`src/rtl/tcse_pkg.sv`:
```
package tcse_pkg;

  // Connection states that carry their own rules
  localparam logic [3:0] ST_ACTIVE_OPEN = 4'd2;
  localparam logic [3:0] ST_HALF_OPEN   = 4'd3;
  localparam logic [3:0] ST_HALF_CLOSED = 4'd6;
  localparam logic [3:0] ST_TIME_WAIT   = 4'd10;

  // Configuration register indexes
  localparam int unsigned CFG_IDX_W = 3;
  localparam int unsigned CFG_DATA_W = 16;
  localparam logic [CFG_IDX_W-1:0] CFG_SYN_RETX_LIMIT  = 3'd0;
  localparam logic [CFG_IDX_W-1:0] CFG_RETX_LIMIT      = 3'd1;
  localparam logic [CFG_IDX_W-1:0] CFG_FIN_WAIT2_LIMIT = 3'd2;
  localparam logic [CFG_IDX_W-1:0] CFG_HALF_OPEN_LIMIT = 3'd3;
  localparam logic [CFG_IDX_W-1:0] CFG_TIME_WAIT_LIMIT = 3'd4;
  localparam logic [CFG_IDX_W-1:0] CFG_OOSEQ_FACTOR    = 3'd5;

  // Register reset values
  localparam logic [3:0]  RST_SYN_RETX_LIMIT  = 4'd6;
  localparam logic [3:0]  RST_RETX_LIMIT      = 4'd12;
  localparam logic [15:0] RST_FIN_WAIT2_LIMIT = 16'd40;
  localparam logic [15:0] RST_HALF_OPEN_LIMIT = 16'd60;
  localparam logic [15:0] RST_TIME_WAIT_LIMIT = 16'd240;
  localparam logic [3:0]  RST_OOSEQ_FACTOR    = 4'd6;

  // RTO backoff shift per retransmit count, index clamps at the last entry
  localparam int unsigned BACKOFF_DEPTH = 13;
  localparam logic [3:0] BACKOFF_MAX_IDX = 4'd12;
  localparam logic [2:0] BACKOFF_TAB [BACKOFF_DEPTH] = '{
    3'd1, 3'd2, 3'd3, 3'd4, 3'd5, 3'd6, 3'd7, 3'd7, 3'd7, 3'd7, 3'd7, 3'd7, 3'd7
  };

  localparam logic [15:0] SAT16 = 16'hFFFF;

  typedef struct packed {
    logic [3:0]  conn_state;
    logic [3:0]  retx_count;
    logic [15:0] retx_timer;
    logic [15:0] cur_rto;
    logic [14:0] srtt_scaled;
    logic [14:0] rtt_dev;
    logic [15:0] cong_window;
    logic [15:0] peer_window;
    logic [15:0] seg_size;
    logic        has_unacked;
    logic        has_ooseq;
    logic [31:0] idle_ticks;
  } in_t;

  typedef struct packed {
    logic        remove_conn;
    logic        do_retransmit;
    logic        drop_ooseq;
    logic [15:0] next_retx_timer;
    logic [15:0] next_rto;
    logic [15:0] next_cwnd;
    logic [16:0] next_ssthresh;
  } out_t;

  typedef struct packed {
    logic [3:0]  syn_retx_limit;
    logic [3:0]  retx_limit;
    logic [15:0] fin_wait2_limit;
    logic [15:0] half_open_limit;
    logic [15:0] time_wait_limit;
    logic [3:0]  ooseq_factor;
  } cfg_t;

endpackage

```
`src/rtl/tcp_connection_slow_timer_eval.sv`:
```
// TCP slow-tick connection evaluator.
// Feed one connection record per cycle on item_i with start_i high; a word
// is taken at a rising edge where start_i is high and busy_o is low.
// Each accepted word yields exactly one result word on result_o, marked by
// done_o for a single cycle. The record is captured
// in the input register on acceptance, evaluated by the logic behind it and
// captured in the result register on the next edge, where done_o rises.
// Throughput is one record per cycle; the path that sets the clock is the
// RTO backoff shift followed by the ooseq threshold multiply and compare.
// The receiver has no way to stall: sample result_o whenever done_o is high.
// Configuration uses a plain write port (cfg_we_i, cfg_idx_i, cfg_data_i);
// write only while no record is in flight. Writes to unused indexes drop.
// Reset (rst_ni low, asynchronous) loads the register defaults, empties
// both pipeline stages and holds busy_o high until the first edge after
// reset is released.
module tcp_connection_slow_timer_eval import tcse_pkg::*; (
  input  logic                  clk_i,
  input  logic                  rst_ni,
  input  logic                  start_i,
  output logic                  busy_o,
  input  in_t                   item_i,
  input  logic                  cfg_we_i,
  input  logic [CFG_IDX_W-1:0]  cfg_idx_i,
  input  logic [CFG_DATA_W-1:0] cfg_data_i,
  output logic                  done_o,
  output out_t                  result_o
);

  cfg_t cfg;
  in_t  in_q;
  logic in_vld_q;
  out_t eval_res;
  out_t res_q;
  logic done_q;
  logic busy_q;
  logic accept;

  assign accept = start_i && !busy_q;

  tcse_cfg_regs u_cfg_regs (
    .clk_i      (clk_i),
    .rst_ni     (rst_ni),
    .cfg_we_i   (cfg_we_i),
    .cfg_idx_i  (cfg_idx_i),
    .cfg_data_i (cfg_data_i),
    .cfg_o      (cfg)
  );

  // Hold busy out of reset until the first edge, then accept every cycle
  always_ff @(posedge clk_i or negedge rst_ni) begin
    if (!rst_ni) begin
      busy_q   <= 1'b1;
      in_vld_q <= 1'b0;
      done_q   <= 1'b0;
    end else begin
      busy_q   <= 1'b0;
      in_vld_q <= accept;
      done_q   <= in_vld_q;
    end
  end

  // Input register: capture the record word on acceptance
  always_ff @(posedge clk_i) begin
    if (accept) begin
      in_q <= item_i;
    end
  end

  tcse_eval u_eval (
    .item_i   (in_q),
    .cfg_i    (cfg),
    .result_o (eval_res)
  );

  // Result register: advance the evaluated word behind the valid stage
  always_ff @(posedge clk_i) begin
    if (in_vld_q) begin
      res_q <= eval_res;
    end
  end

  assign busy_o   = busy_q;
  assign done_o   = done_q;
  assign result_o = res_q;

endmodule

```
`src/rtl/tcse_cfg_regs.sv`:
```
module tcse_cfg_regs import tcse_pkg::*; (
  input  logic                  clk_i,
  input  logic                  rst_ni,
  input  logic                  cfg_we_i,
  input  logic [CFG_IDX_W-1:0]  cfg_idx_i,
  input  logic [CFG_DATA_W-1:0] cfg_data_i,
  output cfg_t                  cfg_o
);

  cfg_t cfg_q, cfg_d;

  always_comb begin
    cfg_d = cfg_q;
    if (cfg_we_i) begin
      unique case (cfg_idx_i)
        CFG_SYN_RETX_LIMIT:  cfg_d.syn_retx_limit  = cfg_data_i[3:0];
        CFG_RETX_LIMIT:      cfg_d.retx_limit      = cfg_data_i[3:0];
        CFG_FIN_WAIT2_LIMIT: cfg_d.fin_wait2_limit = cfg_data_i;
        CFG_HALF_OPEN_LIMIT: cfg_d.half_open_limit = cfg_data_i;
        CFG_TIME_WAIT_LIMIT: cfg_d.time_wait_limit = cfg_data_i;
        CFG_OOSEQ_FACTOR:    cfg_d.ooseq_factor    = cfg_data_i[3:0];
        default:             cfg_d = cfg_q; // drop writes to unused indexes
      endcase
    end
  end

  always_ff @(posedge clk_i or negedge rst_ni) begin
    if (!rst_ni) begin
      cfg_q.syn_retx_limit  <= RST_SYN_RETX_LIMIT;
      cfg_q.retx_limit      <= RST_RETX_LIMIT;
      cfg_q.fin_wait2_limit <= RST_FIN_WAIT2_LIMIT;
      cfg_q.half_open_limit <= RST_HALF_OPEN_LIMIT;
      cfg_q.time_wait_limit <= RST_TIME_WAIT_LIMIT;
      cfg_q.ooseq_factor    <= RST_OOSEQ_FACTOR;
    end else begin
      cfg_q <= cfg_d;
    end
  end

  assign cfg_o = cfg_q;

endmodule

```
`src/rtl/tcse_backoff.sv`:
```
module tcse_backoff import tcse_pkg::*; (
  input  logic [14:0] srtt_scaled_i,
  input  logic [14:0] rtt_dev_i,
  input  logic [3:0]  retx_count_i,
  output logic [15:0] rto_o
);

  logic [3:0]  idx;
  logic [2:0]  shamt;
  logic [15:0] base;
  logic [22:0] shifted;

  // Clamp the count to the table, then shift the estimate and saturate
  assign idx     = (retx_count_i > BACKOFF_MAX_IDX) ? BACKOFF_MAX_IDX : retx_count_i;
  assign shamt   = BACKOFF_TAB[idx];
  assign base    = {4'd0, srtt_scaled_i[14:3]} + {1'b0, rtt_dev_i};
  assign shifted = {7'd0, base} << shamt;
  assign rto_o   = (shifted[22:16] != 7'd0) ? SAT16 : shifted[15:0];

endmodule

```
`src/rtl/tcse_eval.sv`:
```
module tcse_eval import tcse_pkg::*; (
  input  in_t  item_i,
  input  cfg_t cfg_i,
  output out_t result_o
);

  logic        is_time_wait;
  logic        is_active_open;
  logic        limit_hit;
  logic [15:0] timer_inc;
  logic        fire;
  logic [15:0] backoff_rto;
  logic [15:0] rto_fin;
  logic [15:0] win_min;
  logic [15:0] win_half;
  logic [16:0] ssth;
  logic [19:0] ooseq_thr;
  logic        fw2_expired;
  logic        half_open_expired;
  logic        tw_expired;

  tcse_backoff u_backoff (
    .srtt_scaled_i (item_i.srtt_scaled),
    .rtt_dev_i     (item_i.rtt_dev),
    .retx_count_i  (item_i.retx_count),
    .rto_o         (backoff_rto)
  );

  assign is_time_wait   = (item_i.conn_state == ST_TIME_WAIT);
  assign is_active_open = (item_i.conn_state == ST_ACTIVE_OPEN);

  assign limit_hit = (is_active_open && (item_i.retx_count == cfg_i.syn_retx_limit)) ||
                     (item_i.retx_count == cfg_i.retx_limit);

  assign timer_inc = (item_i.retx_timer == SAT16) ? item_i.retx_timer
                                                  : item_i.retx_timer + 16'd1;
  assign fire = !is_time_wait && !limit_hit && item_i.has_unacked &&
                (timer_inc >= item_i.cur_rto);

  // An active open still waiting for its answer keeps its RTO on a timeout
  assign rto_fin = (fire && !is_active_open) ? backoff_rto : item_i.cur_rto;

  assign win_min  = (item_i.cong_window < item_i.peer_window) ? item_i.cong_window
                                                              : item_i.peer_window;
  assign win_half = {1'b0, win_min[15:1]};
  assign ssth     = (win_half < item_i.seg_size) ? {item_i.seg_size, 1'b0}
                                                 : {1'b0, win_half};

  assign ooseq_thr = {4'd0, rto_fin} * {16'd0, cfg_i.ooseq_factor};

  assign fw2_expired       = (item_i.conn_state == ST_HALF_CLOSED) &&
                             (item_i.idle_ticks > {16'd0, cfg_i.fin_wait2_limit});
  assign half_open_expired = (item_i.conn_state == ST_HALF_OPEN) &&
                             (item_i.idle_ticks > {16'd0, cfg_i.half_open_limit});
  assign tw_expired        = item_i.idle_ticks > {16'd0, cfg_i.time_wait_limit};

  always_comb begin
    result_o.remove_conn     = is_time_wait ? tw_expired
                                            : (limit_hit || fw2_expired || half_open_expired);
    result_o.do_retransmit   = fire;
    result_o.drop_ooseq      = !is_time_wait && item_i.has_ooseq &&
                               (item_i.idle_ticks >= {12'd0, ooseq_thr});
    result_o.next_retx_timer = (is_time_wait || limit_hit) ? item_i.retx_timer : timer_inc;
    result_o.next_rto        = rto_fin;
    result_o.next_cwnd       = fire ? item_i.seg_size : item_i.cong_window;
    result_o.next_ssthresh   = fire ? ssth : 17'd0;
  end

endmodule

```
`config.mk`:
```
export PLATFORM = sky130hd
export DESIGN_NAME = tcp_connection_slow_timer_eval
export DESIGN_NICKNAME = d
export VERILOG_FILES = /design/src/rtl/tcse_pkg.sv /design/src/rtl/tcp_connection_slow_timer_eval.sv /design/src/rtl/tcse_cfg_regs.sv /design/src/rtl/tcse_backoff.sv /design/src/rtl/tcse_eval.sv
export SDC_FILE = /design/constraint.sdc
export NUM_CORES = 1
export LEC_CHECK = 0
export BUFFER_PORTS_ARGS = -buffer_cell sky130_fd_sc_hd__buf_2
export CORE_AREA = 2 2 179 181
export CTS_CLUSTER_DIAMETER = 80
export DETAILED_ROUTE_END_ITERATION = 8
export DIE_AREA = 0 0 181 183
export GPL_ROUTABILITY_DRIVEN = 0
export PLACE_DENSITY = 0.77
export SYNTH_ARGS = -nofsm -noshare
export SYNTH_HDL_FRONTEND = slang
export SYNTH_SLANG_ARGS = --single-unit
```
`constraint.sdc`:
```
create_clock -name clk_i -period 9.64 [get_ports clk_i]
set_input_delay 0.964 -clock clk_i [delete_from_list [all_inputs] [get_ports clk_i]]
set_output_delay 0.964 -clock clk_i [all_outputs]
set_load 0.005 [all_outputs]
```
==> metrics.txt <==
Synth Flop Type edfxtp_1; vias per std cell 5.71; vias post-DR 12800; Nets 2164; number of global-route vias before repair 12900; Max FO, Critical Path 13; count of flip-flops with a built-in enable after synthesis about 220; Post-CTS Setup Inserts 0; Final Util 63.0%; Synth warnings 0; initial core utilization 54.3%; TritonCTS clock tree yes; synth unique cells 80; WL final 40100 µm; max cap viols 0; Clock power frac 30.8%; VDD IR-drop max 0.171 mV; crit path time final 8.90 ns; internal power 0.00266 W; Num CTS Buffers 31; CTS sink cnt 280; CTS root buffer clkbuf_16; H-tree levels 1; post-DR wirelength/cell 18.0 µm; clk slew on worst S/H paths 0.06 ns; CTS max path bufs 3; Hold Path End u_cfg_regs.cfg_o[31]; Slew @ Worst Pin between 1 and 1.5 ns; synthesis-to-finish area growth 16.0%; drt first-iter violations 720; Hold Path Origin u_cfg_regs.cfg_o[31]; final setup skew 0.0139 ns; Synth async-reset ratio 22.5%; chip height 183 µm; initial antenna violation count 5; worst slack at placement 0.320 ns; syn_area_per_cell 10.8 µm²; Final Slew Violations 0; pwr dens 197 mW/mm²; Max-slew headroom 24.5%; I/O pins about 250; HP Class flop to flop; part of the power in registers 38.4%; Worst Setup Path Type flop to flop; Startpoint Class flop; RR Startpoint in_q[130]; Leak Pwr ~8.6 nW; FF+latch count, synth 280; dpl hpwl 30700 µm; Final Hold Viols 0; most frequent cells in the layout buf_2 (241), edfxtp_1 (217), inv_1 (180); fin crit share 92.3%; Worst-Skew Late Latency 0.57 ns; hold depth 1; Worst R2R End result_o[65]; arrival time at the worst endpoint 9.21 ns; DRT Pass-1 Iters 6; commonest non-fill, non-tap cell in the layout buf_2; Critical-path top delay cell fa_1; Hold Slack 0.506 ns; worst setup margin 0.741 ns; crit path capture type flop; share of cells above drive strength 1 between 20% and 30%; setup violators final 0; multi-input logic area 0.00804 mm²; Syn Std Cell Area 0.0170 mm²; DR DRC count 0; critical path's most frequent cell a21oi_1; IO Port Bufs between 200 and 250; syn nets 1928; largest net degree at the start of global routing between 70 and 80; Antenna Nets Post-Route 0; sequential cell area 0.00812 mm²; Peak Freq 112 MHz; Core Area 0.0312 mm²; setup TNS 0 ns; Critical Path RT between 9 and 10 ns; sw frac 31.3%; worst reg2reg setup slack 0.74 ns; sequential cell area fraction in the yosys report 47.8%; global-route wire length before repair between 60000 and 70000 µm; Comb power frac approximately 31%; cell row count 65; Cell Count, Final, Fillers Out 2236; dpl cells 2176; Gate Count Post-Synth 1571; Die Wd 181 µm; status completed; fillcell total ~2500; GRT Resource Usage Total 24.2%; Die ar. 0.0331 mm²; Worst Reg-to-Reg Cells 39; Crit path largest cell delay approximately 0.53 ns; Sw Pwr approximately 0.0012 W; grt ovf 0
-- cell usage after synthesis, drive strengths merged, types with 36 or more instances --
| cell | number | share of area (%) |
|---|---|---|
| a21o | 40 | 1.8 |
| a21oi | 68 | 2.1 |
| clkbuf | 38 | 0.84 |
| dfrtp | 46 | 6.8 |
| edfxtp | 217 | 38 |
| ha | 153 | 11 |
| inv | 180 | 4.0 |
| mux2 | 36 | 2.4 |
| nand2 | 148 | 3.3 |
| nand3 | 38 | 1.1 |
| nor2 | 55 | 1.2 |
| nor2b | 42 | 1.5 |
| o21ai | 100 | 2.9 |
-- metal layers --
metal  global-route usage, %  vias to the layer above  wire length (µm)
met4                    9.46                        6              1680
li1                        -                     6118                 -
met2                    43.4                      471             20000
met5                       0                        -                33
met3                    3.75                      122              2420
met1                    29.5                     6043             16000
-- metrics by stage --
step	instance area [µm²]	power [W]
finish	19700	0.00388
detailed placement	18600	0.00269
floorplan	17000	0.00238
global route	19700	0.00413
global placement	18600	0.00264
CTS	19600	0.00390
-- timing repair --
item                       in CTS  in global routing
hold endpoints to repair        0                  0
resized for setup               0                 11
setup endpoints to repair       0                  1
hold buffers                    0                  0
-- cells by family (layout without fill, tap and decap cells) --
family	count (synthesis)	count (layout)	synth area share [%]
adder cells (fa/ha/maj)	182	182	14.7
multiplexers	59	59	3.82
flip-flops	280	280	47.8
buffers and inverters	231	492	5.19
AO/OA/AOI/OAI	331	331	12.8
AND/OR/NAND/NOR	439	439	13.1
other	1	3	0.0221
XOR/XNOR	48	48	2.48
-- worst max path at each step --
stage,start,end,slack (ns),cells past startpoint
after detailed placement,in_q[130],result_o[65],0.32,37
after CTS,in_q[130],result_o[65],0.27,39
after global routing,in_q[130],result_o[65],-0.02,39
final,in_q[130],result_o[65],0.74,39
after floorplan,in_q[130],result_o[65],1.38,42
after global placement,in_q[130],result_o[65],0.48,39
-- state kept, by name, indices dropped and copies added, names as in the netlist --
name,cells
result_o,68
u_cfg_regs.cfg_o,60
in_q,149
busy_o,1
done_o,1
in_vld_q,1
-- layout make-up --
cell class              instances  share of cell area [%]
flip-flops and latches        280                    41.2
multi-input cells            1060                    40.9
repair buffers                253                    6.59
clock buffers                  45                    4.46
inverters                     181                    3.45
well taps                     402                    2.56
clock inverters                13                   0.814
diodes                          2                  0.0254
-- worst max-delay path: cells and delay by family, from the launching register on --
family / cells / cell delay, ns
compound gates: 16 / 3.36
simple gates: 14 / 2.46
fa+ha+maj: 5 / 1.92
flops: 1 / 0.50
xor+xnor: 2 / 0.30
buf+inv: 2 / 0.10
-- power by group through the flow --
stage | combinational [W] | sequential [W] | clock, W
6_report | 0.00120 | 0.00149 | 0.00119
5_1_grt | 0.00137 | 0.00150 | 0.00126
4_1_cts | 0.00119 | 0.00149 | 0.00121
3_5_place_dp | 0.00118 | 0.00151 | 0
3_3_place_gp | 0.00113 | 0.00151 | 0
2_1_floorplan | 0.000887 | 0.00149 | 0
No activity file was read; power rests on OpenSTA's default activity.
